<file path="src/rtl/pfvp_pkg.sv">
`default_nettype none

package pfvp_pkg;

    // Stream byte layout
    localparam int BYTE_W       = 8;
    localparam int FIELD_W      = 5;
    localparam int WIRE_W       = 3;
    localparam int VALUE_W      = 32;
    localparam int GROUP_W      = 3;

    // Varint group payload and continuation bit (0x7f / 0x80)
    localparam int GROUP_BITS   = 7;
    localparam int CONT_BIT     = 7;

    // Groups that still land in the 32-bit value
    localparam logic [GROUP_W-1:0] MAX_GROUPS = 3'd5;

    // Wire types the block can be asked to match
    localparam logic [WIRE_W-1:0] WIRE_VARINT = 3'd0;
    localparam logic [WIRE_W-1:0] WIRE_LEN    = 3'd2;

    // Channel packing
    localparam int S_TDATA_W = 16;
    localparam int M_TDATA_W = 48;

    typedef struct packed {
        logic                 matched;
        logic [FIELD_W-1:0]   field_seen;
        logic [WIRE_W-1:0]    wire_seen;
        logic [VALUE_W-1:0]   value;
        logic                 overflow;
    } result_t;

endpackage

`default_nettype wire

</file>
<file path="src/rtl/pfvp_decode.sv">
`default_nettype none

module pfvp_decode
    import pfvp_pkg::*;
(
    input  wire logic               aclk,
    input  wire logic               aresetn,
    input  wire logic               step_en,
    input  wire logic [BYTE_W-1:0]  data_byte,
    input  wire logic [FIELD_W-1:0] want_field,
    input  wire logic               want_message,
    output logic                    res_valid,
    output result_t                 res
);

    logic                 in_varint_reg,   in_varint_next;
    logic [VALUE_W-1:0]   accum_reg,       accum_next;
    logic [GROUP_W-1:0]   group_cnt_reg,   group_cnt_next;
    logic                 ovf_reg,         ovf_next;
    logic [FIELD_W-1:0]   tag_field_reg,   tag_field_next;
    logic [WIRE_W-1:0]    tag_wire_reg,    tag_wire_next;

    logic [FIELD_W-1:0]   byte_field;
    logic [WIRE_W-1:0]    byte_wire;
    logic [WIRE_W-1:0]    want_wire;
    logic [VALUE_W-1:0]   grp_ext;
    logic [VALUE_W-1:0]   grp_shifted;
    logic [VALUE_W-1:0]   accum_upd;
    logic                 ovf_upd;

    assign byte_field = data_byte[BYTE_W-1:WIRE_W];
    assign byte_wire  = data_byte[WIRE_W-1:0];
    assign want_wire  = want_message ? WIRE_LEN : WIRE_VARINT;
    assign grp_ext    = VALUE_W'(data_byte[GROUP_BITS-1:0]);

    // Place the group at 7 * group count; the fifth group loses its top bits
    always_comb begin
        unique case (group_cnt_reg)
            3'd0:    grp_shifted = grp_ext;
            3'd1:    grp_shifted = grp_ext << GROUP_BITS;
            3'd2:    grp_shifted = grp_ext << (2 * GROUP_BITS);
            3'd3:    grp_shifted = grp_ext << (3 * GROUP_BITS);
            3'd4:    grp_shifted = grp_ext << (4 * GROUP_BITS);
            default: grp_shifted = '0;
        endcase
    end

    always_comb begin
        in_varint_next = in_varint_reg;
        accum_next     = accum_reg;
        group_cnt_next = group_cnt_reg;
        ovf_next       = ovf_reg;
        tag_field_next = tag_field_reg;
        tag_wire_next  = tag_wire_reg;
        res_valid      = 1'b0;
        res            = '0;
        accum_upd      = accum_reg;
        ovf_upd        = ovf_reg;

        if (group_cnt_reg < MAX_GROUPS) begin
            accum_upd = accum_reg | grp_shifted;
        end else begin
            ovf_upd = 1'b1;
        end

        if (step_en) begin
            if (!in_varint_reg) begin
                if (byte_field == want_field && byte_wire == want_wire) begin
                    in_varint_next = 1'b1;
                    accum_next     = '0;
                    group_cnt_next = '0;
                    ovf_next       = 1'b0;
                    tag_field_next = byte_field;
                    tag_wire_next  = byte_wire;
                end else begin
                    res_valid      = 1'b1;
                    res.matched    = 1'b0;
                    res.field_seen = byte_field;
                    res.wire_seen  = byte_wire;
                end
            end else if (!data_byte[CONT_BIT]) begin
                res_valid      = 1'b1;
                res.matched    = 1'b1;
                res.field_seen = tag_field_reg;
                res.wire_seen  = tag_wire_reg;
                res.value      = accum_upd;
                res.overflow   = ovf_upd;
                in_varint_next = 1'b0;
                accum_next     = '0;
                group_cnt_next = '0;
                ovf_next       = 1'b0;
            end else begin
                accum_next = accum_upd;
                ovf_next   = ovf_upd;
                if (group_cnt_reg < MAX_GROUPS) begin
                    group_cnt_next = group_cnt_reg + 3'd1;
                end
            end
        end
    end

    always_ff @(posedge aclk) begin
        if (!aresetn) begin
            in_varint_reg <= 1'b0;
            accum_reg     <= '0;
            group_cnt_reg <= '0;
            ovf_reg       <= 1'b0;
            tag_field_reg <= '0;
            tag_wire_reg  <= '0;
        end else begin
            in_varint_reg <= in_varint_next;
            accum_reg     <= accum_next;
            group_cnt_reg <= group_cnt_next;
            ovf_reg       <= ovf_next;
            tag_field_reg <= tag_field_next;
            tag_wire_reg  <= tag_wire_next;
        end
    end

endmodule

`default_nettype wire

</file>
<file path="src/rtl/pfvp_out_stage.sv">
`default_nettype none

module pfvp_out_stage
    import pfvp_pkg::*;
(
    input  wire logic   aclk,
    input  wire logic   aresetn,
    input  wire logic   in_valid,
    input  wire result_t in_res,
    output logic        can_accept,
    output logic        out_valid,
    input  wire logic   out_ready,
    output result_t     out_res
);

    logic    valid_reg, valid_next;
    result_t res_reg,   res_next;

    // Room for a new result when empty or when the held one leaves now
    assign can_accept = !valid_reg || out_ready;

    always_comb begin
        valid_next = valid_reg;
        res_next   = res_reg;
        if (can_accept) begin
            valid_next = in_valid;
            if (in_valid) begin
                res_next = in_res;
            end
        end
    end

    always_ff @(posedge aclk) begin
        if (!aresetn) begin
            valid_reg <= 1'b0;
        end else begin
            valid_reg <= valid_next;
        end
    end

    always_ff @(posedge aclk) begin
        res_reg <= res_next;
    end

    assign out_valid = valid_reg;
    assign out_res   = res_reg;

endmodule

`default_nettype wire

</file>
<file path="src/rtl/protobuf_field_varint_parser.sv">
`default_nettype none
// Protobuf tag + varint decoder for one expected field.
// Input channel (s_*): one stream byte per item, together with the field
// number and wire kind (varint or length-delimited) that the next tag must
// carry. Those two only matter on a tag byte.
// Result channel (m_*): one item per mismatching tag, and one per finished
// varint after a matching tag. m_tuser is the match flag; on a mismatch the
// value and overflow bits are zero and the block waits for the next tag.
// Varints gather 7-bit groups little-endian; past five groups the bits drop
// and the overflow bit is set.
// A result is registered onto m_* in the cycle after the byte that ends it.
// Throughput: one byte per cycle while s_tready is high, set by the single
// result register. Decoder state updates in the cycle the byte is taken.
// Stall: while a result waits and m_tready is low, s_tready drops and the
// byte stream holds; s_tready returns in the cycle the result is taken.
// Reset: aresetn low (synchronous) clears the result register and sends the
// decoder back to expecting a tag.

module protobuf_field_varint_parser
    import pfvp_pkg::*;
(
    input  wire logic                   aclk,
    input  wire logic                   aresetn,
    input  wire logic                   s_tvalid,
    output logic                        s_tready,
    // [7:0] data_byte, [12:8] want_field, [13] want_message, [15:14] zero
    input  wire logic [S_TDATA_W-1:0]   s_tdata,
    output logic                        m_tvalid,
    input  wire logic                   m_tready,
    // [4:0] field_seen, [7:5] wire_seen, [39:8] value, [40] overflow,
    // [47:41] zero
    output logic [M_TDATA_W-1:0]        m_tdata,
    // [0] matched
    output logic                        m_tuser
);

    logic    step_en;
    logic    dec_valid;
    result_t dec_res;
    result_t out_res;

    // Advance the decoder only on an accepted byte
    assign step_en = s_tvalid && s_tready;

    pfvp_decode u_decode (
        .aclk         (aclk),
        .aresetn      (aresetn),
        .step_en      (step_en),
        .data_byte    (s_tdata[BYTE_W-1:0]),
        .want_field   (s_tdata[BYTE_W+FIELD_W-1:BYTE_W]),
        .want_message (s_tdata[BYTE_W+FIELD_W]),
        .res_valid    (dec_valid),
        .res          (dec_res)
    );

    // Hold the result until taken; bytes keep flowing while it moves
    pfvp_out_stage u_out (
        .aclk       (aclk),
        .aresetn    (aresetn),
        .in_valid   (dec_valid),
        .in_res     (dec_res),
        .can_accept (s_tready),
        .out_valid  (m_tvalid),
        .out_ready  (m_tready),
        .out_res    (out_res)
    );

    assign m_tuser = out_res.matched;
    assign m_tdata = {7'b0, out_res.overflow, out_res.value,
                      out_res.wire_seen, out_res.field_seen};

endmodule

`default_nettype wire

</file>
<file path="config.mk">
export PLATFORM = sky130hd
export DESIGN_NAME = protobuf_field_varint_parser
export DESIGN_NICKNAME = d
export VERILOG_FILES = /design/src/rtl/pfvp_pkg.sv /design/src/rtl/pfvp_decode.sv /design/src/rtl/pfvp_out_stage.sv /design/src/rtl/protobuf_field_varint_parser.sv
export SDC_FILE = /design/constraint.sdc
export NUM_CORES = 1
export LEC_CHECK = 0
export BUFFER_PORTS_ARGS = -buffer_cell sky130_fd_sc_hd__buf_2
export CAP_MARGIN = 10
export CORE_ASPECT_RATIO = 1.5
export CORE_MARGIN = 5
export CORE_UTILIZATION = 45
export CTS_CLUSTER_SIZE = 28
export DETAILED_ROUTE_END_ITERATION = 8
export MAX_ROUTING_LAYER = met4
export PLACE_DENSITY = 0.71
export REMOVE_ABC_BUFFERS = 1
export SETUP_SLACK_MARGIN = 0.05
export SLEW_MARGIN = 20
export SYNTH_ARGS = -nofsm -noshare
export SYNTH_HDL_FRONTEND = slang
export SYNTH_SLANG_ARGS = --single-unit
</file>
<file path="constraint.sdc">
create_clock -name aclk -period 2.65 [get_ports aclk]
set_clock_uncertainty 0.05 [all_clocks]
set_input_delay 0.53 -clock aclk [delete_from_list [all_inputs] [get_ports aclk]]
set_output_delay 0.53 -clock aclk [all_outputs]
set_load 0.005 [all_outputs]
</file>
==> impl.org, run 1 <==
** Run status
- The run finished with clean final reports.

** Die
- Die ar. :: 10,000 um2
- Floorplan Core Area :: 7960 um2
- I/O pin count :: 71
- Count of standard-cell rows :: 40
- Starting density of the core :: 45.8%
- The die is 120 um tall.
- Die width :: 83.5 um

** Clocking
- Clock tree synthesis found a total of 88 sinks.
- Buffers inserted during clock tree synthesis total 9.
- The clock tree synthesis step divided the H-tree into 3 levels.
- Clk_lat worst skew :: 330 ps
- After clock tree synthesis, the clock-pin slew on the worst setup and hold paths is 60 ps.
- Buffers added to address setup during post-CTS repair amount to 0.
- Hold buffer count at CTS :: 0
- Bufs on Longest Clock Path :: 2
- TritonCTS built the clock tree.
- The tree is rooted in a sky130_fd_sc_hd__clkbuf_16.
- Number of cells upsized or downsized after cts :: 0

** Critical path
- The largest single stage delay on the critical path is 710 ps.
- Beginning of the worst register-to-register path :: u_out.out_valid
- The worst setup path is of the input port to flop kind.
- Data arrival time of the worst path :: 2370 ps
- Worst r2r path cells :: 6
- Largest driver fanout on the critical path :: 32
- The worst setup path is captured at a flop.
- STA puts the critical path data required time at 2870 ps.
- Worst path cell trace :: buf_2 -> xor2_1 -> nor3_4 -> buf_4 -> a31oi_4 -> a22o_1
- Cell at the slowest stage of the critical path :: sky130_fd_sc_hd__a31oi_4
- The endpoint identified for the worst register-to-register timing path is u_out.out_res[13].
- R2R setup slack :: 640 ps
- The worst setup path is launched from an input port.

** Placement
- Detailed placement ended at an HPWL of 5.50 mm.
- Count of buffers from port buffering :: 61
- Including well taps, the total number of placed cells is 476.
- The congestion estimate from routability-driven global placement came to 0.894.

** Power
- Cell internal power was estimated by the tool at 2.33 mW.
- The analysis attributes to cell leakage a power of 1.69 nW.
- PD cells :: 675 nW/um2
- Net switching power of the design :: 603 uW
- Registers are responsible for 50.0% of the overall power.
- The clock network burns 43.4% of the power.
- Comb power frac :: 6.5%
- Worst IR drop on VDD :: 281 uV
- Net switching is 20.6% of the power.

** Finish
- The finished layout holds 492 standard cells, fillers aside.
- In the final layout, the share of cells above drive strength 1 is 25.1%.
- The repair_antennas step left the layout with diodes totalling 0.
- Net count reported at finish :: 407
- Max reg flops :: 42
- Syn-to-layout area delta :: 19.3%

** STA
- Setup violations remaining at the end of the flow were counted as 0.
- Setup repair after global routing left no endpoint under its margin.
- Crit path time final :: 2140 ps
- Based on the critical path, the design can be clocked at up to 467 MHz.
- Final hold viol count :: 0
- The count of final max-slew check failures came to 0.
- The worst pin sits at a relative slew slack of 41.3%.
- Dividing the final minimum period by the clock period gives 80.8%.
- At the pin with the least slew margin, the transition time is 880 ps.
- Worst-case hold slack :: 428 ps

** Drt
- In this run, the number of DRC markers left after iteration 0 of detailed routing was 191.
- Antenna violation net count after detailed routing :: 0
- After detailed routing, the number of remaining DRC violations is 0.
- First-pass detailed-route iteration total :: 5
- The final route contains 2,688 vias.
- In the final routed layout, each cell accounts on average for 16.2 um.
- Final routed wirelength across all metal layers :: 7.95 mm
- In the routed layout, each cell is associated on average with a via count of 5.46.

** Job
- Max-capacitance violation count :: 0

** Synth
- In this run, synthesis produced a sequential element count of 88.
- Synth area leader :: sky130_fd_sc_hd__edfxtp_1
- In this run, synthesis inferred 42 flip-flops with an integrated enable.
- During synthesis, Yosys emitted a total of 0 warnings.
- In the synthesized netlist the async set-or-reset flop fraction comes to 0%.
- After synthesis, flip-flops and latches occupy 59.9% of the total area.
- Avg Synthesized Cell Area :: 11.3 um2
- Distinct cell type count of the synthesized netlist :: 42
- Synthesis produced a netlist whose cell count is 323.
- After synthesis, the cell types taking the most area are sky130_fd_sc_hd__edfxtp_1, sky130_fd_sc_hd__dfxtp_1, sky130_fd_sc_hd__a22o_1.
- The most used flip-flop cell after synthesis is sky130_fd_sc_hd__dfxtp_1.
- Top-area cell type share of the netlist area :: 34.6%
- Summing every instance area after synthesis gives 3640 um2.

** Global route
- The total overflow left after global routing is 0.
- The first global-routing pass estimated 13.0 mm of wire.
- The number of global-route vias before repair came to 2,559.
- Maximum number of pins on one net before global-route repair :: 43
- Antenna violations before repair :: 0
- Global-route total usage across every layer :: 17.0%

** Worst hold path
- The worst hold path terminates at u_decode.tag_field_reg[4].
- The tightest min-delay check is of the flop to flop type.
- Along the worst hold path, the cell count comes to 2.
- Hold path startpoint :: u_decode.tag_field_reg[4]
how the worst max path moves through the flow:
stage | startpoint | endpoint | slack (ps) | cells past startpoint
finish | s_tdata[4] | u_decode.accum_reg[28] | 510 | 6
global route | s_tdata[3] | u_decode.accum_reg[0] | 420 | 6
CTS | s_tdata[4] | u_decode.accum_reg[28] | 550 | 6
detailed placement | s_tdata[4] | u_decode.accum_reg[28] | 190 | 6
global placement | s_tdata[4] | u_decode.accum_reg[29] | 240 | 6
floorplan | s_tvalid | u_out.out_res[0] | -430 | 5
synthesized netlist by cell type (2+ instances only):
cell type and count:
sky130_fd_sc_hd__dfxtp_1 46, sky130_fd_sc_hd__a21oi_1 42, sky130_fd_sc_hd__edfxtp_1 42, sky130_fd_sc_hd__a22o_1 39, sky130_fd_sc_hd__nor2_1 37, sky130_fd_sc_hd__clkbuf_1 16
sky130_fd_sc_hd__nand4_1 8, sky130_fd_sc_hd__o31ai_1 8, sky130_fd_sc_hd__and3_1 7, sky130_fd_sc_hd__buf_4 7, sky130_fd_sc_hd__inv_1 6, sky130_fd_sc_hd__nand2_1 6
sky130_fd_sc_hd__buf_2 5, sky130_fd_sc_hd__ha_1 5, sky130_fd_sc_hd__nor2b_1 4, sky130_fd_sc_hd__buf_6 3, sky130_fd_sc_hd__inv_2 3, sky130_fd_sc_hd__nand3_1 3
sky130_fd_sc_hd__nor3_1 3, sky130_fd_sc_hd__o21ai_0 3, sky130_fd_sc_hd__xnor2_1 3, sky130_fd_sc_hd__xor2_1 3, sky130_fd_sc_hd__nor3_4 2, sky130_fd_sc_hd__o211ai_1 2
sky130_fd_sc_hd__o31a_1 2, sky130_fd_sc_hd__or3_1 2
cells by family after synthesis:
kind of cell / share of synthesized area [%]
and+or+nand+nor: 11.2
other: 0.103
DFF: 59.9
xor gates and xnor gates: 1.44
AOI/OAI and AO/OA: 19.9
adders and majority gates: 1.72
buffers and inverters: 5.73
layout make-up:
cell class	instances	area, um2
inverters	9	33.8
multi-input cells	200	1270
flip-flops and latches	88	2180
repair buffers	74	415
clock inverters	3	38.8
fillers	696	3610
well taps	105	131
clock buffers	13	270
worst max-delay path, delay by kind of cell:
family | cells | cell delay (ps)
xor+xnor | 1 | 370
compound gates | 2 | 970
buf+inv | 2 | 410
simple gates | 1 | 70
metal layers:
layer  part of all wire [%]  GRT usage, %
met3                    5.6          4.50
met2                     53          28.8
met4                    2.0          7.85
met1                     40          18.7
met5                      0             -
power by group through the flow:
stage | Sequential [mW] | Clock (mW) | Combinational (mW)
finish | 1.47 | 1.27 | 0.191
global route | 1.47 | 1.37 | 0.210
global placement | 1.50 | 0 | 0.188
detailed placement | 1.50 | 0 | 0.192
CTS | 1.47 | 1.30 | 0.192
floorplan | 1.50 | 0 | 0.0721
per-stage QoR:
stage	setup TNS, ps	power (mW)	utilization (%)	worst slack, ps	instance area [um2]
3_3_place_gp	0	1.68	50.7	241	4040
6_report	0	2.93	54.6	510	4350
3_5_place_dp	0	1.69	50.7	189	4040
5_1_grt	0	3.05	54.6	417	4350
4_1_cts	0	2.96	54.6	546	4350
2_1_floorplan	-17990	1.58	-	-428	3490
cells in the final DEF (no fill, tap or decap), types with 6 or more instances in the layout:
master	synthesis	layout
sky130_fd_sc_hd__clkbuf_16	0	9
sky130_fd_sc_hd__dfxtp_1	46	46
sky130_fd_sc_hd__nand2_1	6	6
sky130_fd_sc_hd__conb_1	1	7
sky130_fd_sc_hd__a21oi_1	42	42
sky130_fd_sc_hd__o31ai_1	8	8
sky130_fd_sc_hd__a22o_1	39	39
sky130_fd_sc_hd__buf_4	7	12
sky130_fd_sc_hd__edfxtp_1	42	42
sky130_fd_sc_hd__buf_2	5	61
sky130_fd_sc_hd__nor2_1	37	37
sky130_fd_sc_hd__and3_1	7	7
sky130_fd_sc_hd__inv_1	6	6
sky130_fd_sc_hd__nand4_1	8	8
Power figures use the tool's default switching activity.
==> run 2, diff against run 1 <==
clock period = 1.7 ns   (was 2.65 ns; I/O delays follow)
==> impl.org, run 2 (synthesis gave the netlist of run 1 again) <==
** Critical path
- The critical path launch point type is a flop (was input port).
- The worst endpoint required time came to 1720 ps (was 2870 ps).
- The critical path data arrival time was 1590 ps (was 2370 ps).
- The largest driver fanout on the critical path was 36 (was 32).
- The critical path capture point type was a flop (unchanged).
- The startpoint-to-endpoint class of the critical path is flop to flop (was input port to flop).

** Placement
- The sum of net half-perimeters after detailed placement is 5.85 mm (was 5.50 mm).
- The number of input and output port buffers inserted is 61 (unchanged).
- Number of placed instances with taps included :: 503 (was 476)
- Final weighted congestion of routability-driven global placement :: 0.843 (was 0.894)

** Worst hold path
- Hold Crit Class :: input port to flop (was flop to flop)

** Drt
- Final routed wirelength across all metal layers :: 8.21 mm (was 7.95 mm)
- Violation count after the first detailed-route iteration :: 199 (was 191)
- Post-detailed-route wirelength per cell :: 15.8 um (was 16.2 um)
- Total number of vias :: 2,771 (was 2,688)
- Number of vias per cell :: 5.34 (was 5.46)
- The count of unresolved DRC violations after routing was 0 (unchanged).
- The remaining antenna violation count came to 0 (unchanged).
- The count of TritonRoute iterations in the first routing pass came to 4 (was 5).

** STA
- The final count of negative-setup-slack endpoints was 0 (unchanged).
- Dividing the final minimum period by the clock period gives 92.0%.
- Final hold viol count :: 0 (unchanged)
- The smallest clock period supported by the final layout is computed as 1560 ps.
- Maximum clock frequency :: 639 MHz
- Unrepaired setup endpoints after global routing: no (unchanged).
- Final Max Tran Viols :: 0 (unchanged)
- The smallest hold slack is 282 ps (was 428 ps).

** Power
- PD cells :: 1020 nW/um2 (was 675 nW/um2)
- Power after layout :: 4.66 mW (was 2.93 mW)
- The worst ir drop on vdd is 501 uV (was 281 uV).
- P_leak :: 1.83 nW (was 1.69 nW)

** Finish
- The number of inserted diodes came to 0 (unchanged).
- The area overhead of the layout relative to synthesis came to 25.6% (was 19.3%).
- The final cell count without fillers is 519 (was 492).
- Share of final-layout standard cells stronger than drive strength 1 :: 30.4% (was 25.1%)
- Leading cell type in the layout, fill and taps excluded :: sky130_fd_sc_hd__buf_2 (unchanged)
- Most frequent cells in the layout :: sky130_fd_sc_hd__buf_2, sky130_fd_sc_hd__dfxtp_1, sky130_fd_sc_hd__a21oi_1, sky130_fd_sc_hd__edfxtp_1, sky130_fd_sc_hd__a22o_1 (unchanged)
- Filler Cell Count :: 666 (was 696)
- The number of flip-flops under the largest register name was 42 (unchanged).
- Net count reported at finish :: 434 (was 407)

** Die
- Die ar. :: 10,000 um2 (unchanged)
- I/O pin count :: 71 (unchanged)
- The initial core utilization was 45.8% (unchanged).
- Floorplan die height :: 120 um (unchanged)
- The number of cell rows is 40 (unchanged).
- The core area was 7960 um2 (unchanged).
- Die width :: 83.5 um (unchanged)

** Clocking
- Count of clock tree sinks :: 88 (unchanged)
- The clock insertion delay at the later pin of the skew report came to 330 ps (about the same).
- Cell at the root of the clock tree :: sky130_fd_sc_hd__clkbuf_16 (unchanged)
- The CTS tree is done (unchanged).
- The number of buffers on the longest clock path was 2 (unchanged).
- The count of H-tree levels built during CTS is 3 (unchanged).
- The CTS buffer count was 9 (unchanged).
- The clock-pin slew of the registers on the worst-case setup and hold paths is 60 ps (about the same).

** Global route
- Global-route total usage across every layer :: 17.5% (was 17.0%)
- The pin count of the biggest net entering global routing was 37 (was 43).
- The number of antenna violations at the first check in global routing was 0 (unchanged).
- The number of global-route vias before repair is 2,801 (was 2,559).
- First-pass GRT wire length :: 13.6 mm (was 13.0 mm)
- The residual overflow from global routing is 0 (unchanged).

** Job
- The count of maximum capacitance violations was 0 (unchanged).

** Run status
- Status :: finished, final reports clean (unchanged)
## run 2: path summary, 6_finish.rpt
path / startpoint / slack [ps] / endpoint / cells past startpoint
worst min register to register: u_decode.ovf_reg / 420 / u_decode.ovf_reg / 2
worst max-delay path: u_out.out_valid / 140 / u_out.out_res[4] / 6
worst min-delay path: aresetn / 280 / u_decode.group_cnt_reg[0] / 2
worst max register to register: u_out.out_valid / 140 / u_out.out_res[4] / 6
## run 2: metal layers
layer	wire, um	GRT usage (%)
met5	0	-
met4	219	8.35
met3	490	3.34
met2	4400	30.7
met1	3100	19.1
## run 2: power breakdown
| part | total [mW] | internal, mW | switching, mW |
|---|---|---|---|
| Sequential | 2.29 | 2.27 | 0.0123 |
| Clock | 2.03 | 1.29 | 0.745 |
| Combinational | 0.343 | 0.139 | 0.204 |
## run 2: timing repair
| item | 4_1_cts | 5_1_grt |
|---|---|---|
| gates resized for setup | 0 | 3 |
| setup buffers | 0 | 0 |
| endpoints found under the setup margin | 0 | 80 |
| hold buffers | 0 | 0 |
## run 2: final cells by class
type	instances	area, um2	share of cell area [%]
repair buffers	101	631	13.8
multi-input cells	200	1280	28.0
clock inverters	5	81.3	1.78
clock buffers	11	233	5.09
well taps	105	131	2.87
inverters	9	33.8	0.738
flip-flops and latches	88	2180	47.7
## run 2: critical path, cell delays in order, from the launching register on
cell	delay [ps]
sky130_fd_sc_hd__dfxtp_1	320
sky130_fd_sc_hd__nor2b_4	200
sky130_fd_sc_hd__inv_2	50
sky130_fd_sc_hd__nand3_1	120
sky130_fd_sc_hd__a21oi_2	50
sky130_fd_sc_hd__or2_2	310
sky130_fd_sc_hd__buf_12	180
## run 2: metrics by stage
stage	utilization [%]	setup WS (ps)	area [um2]	setup TNS, ps
5_1_grt	57.5	55.2	4580	0
3_5_place_dp	53.4	-207	4250	-11230
3_3_place_gp	53.4	-175	4250	-9470
2_1_floorplan	-	-1250	3490	-57100
6_report	57.5	136	4580	0
4_1_cts	57.4	62.5	4570	0
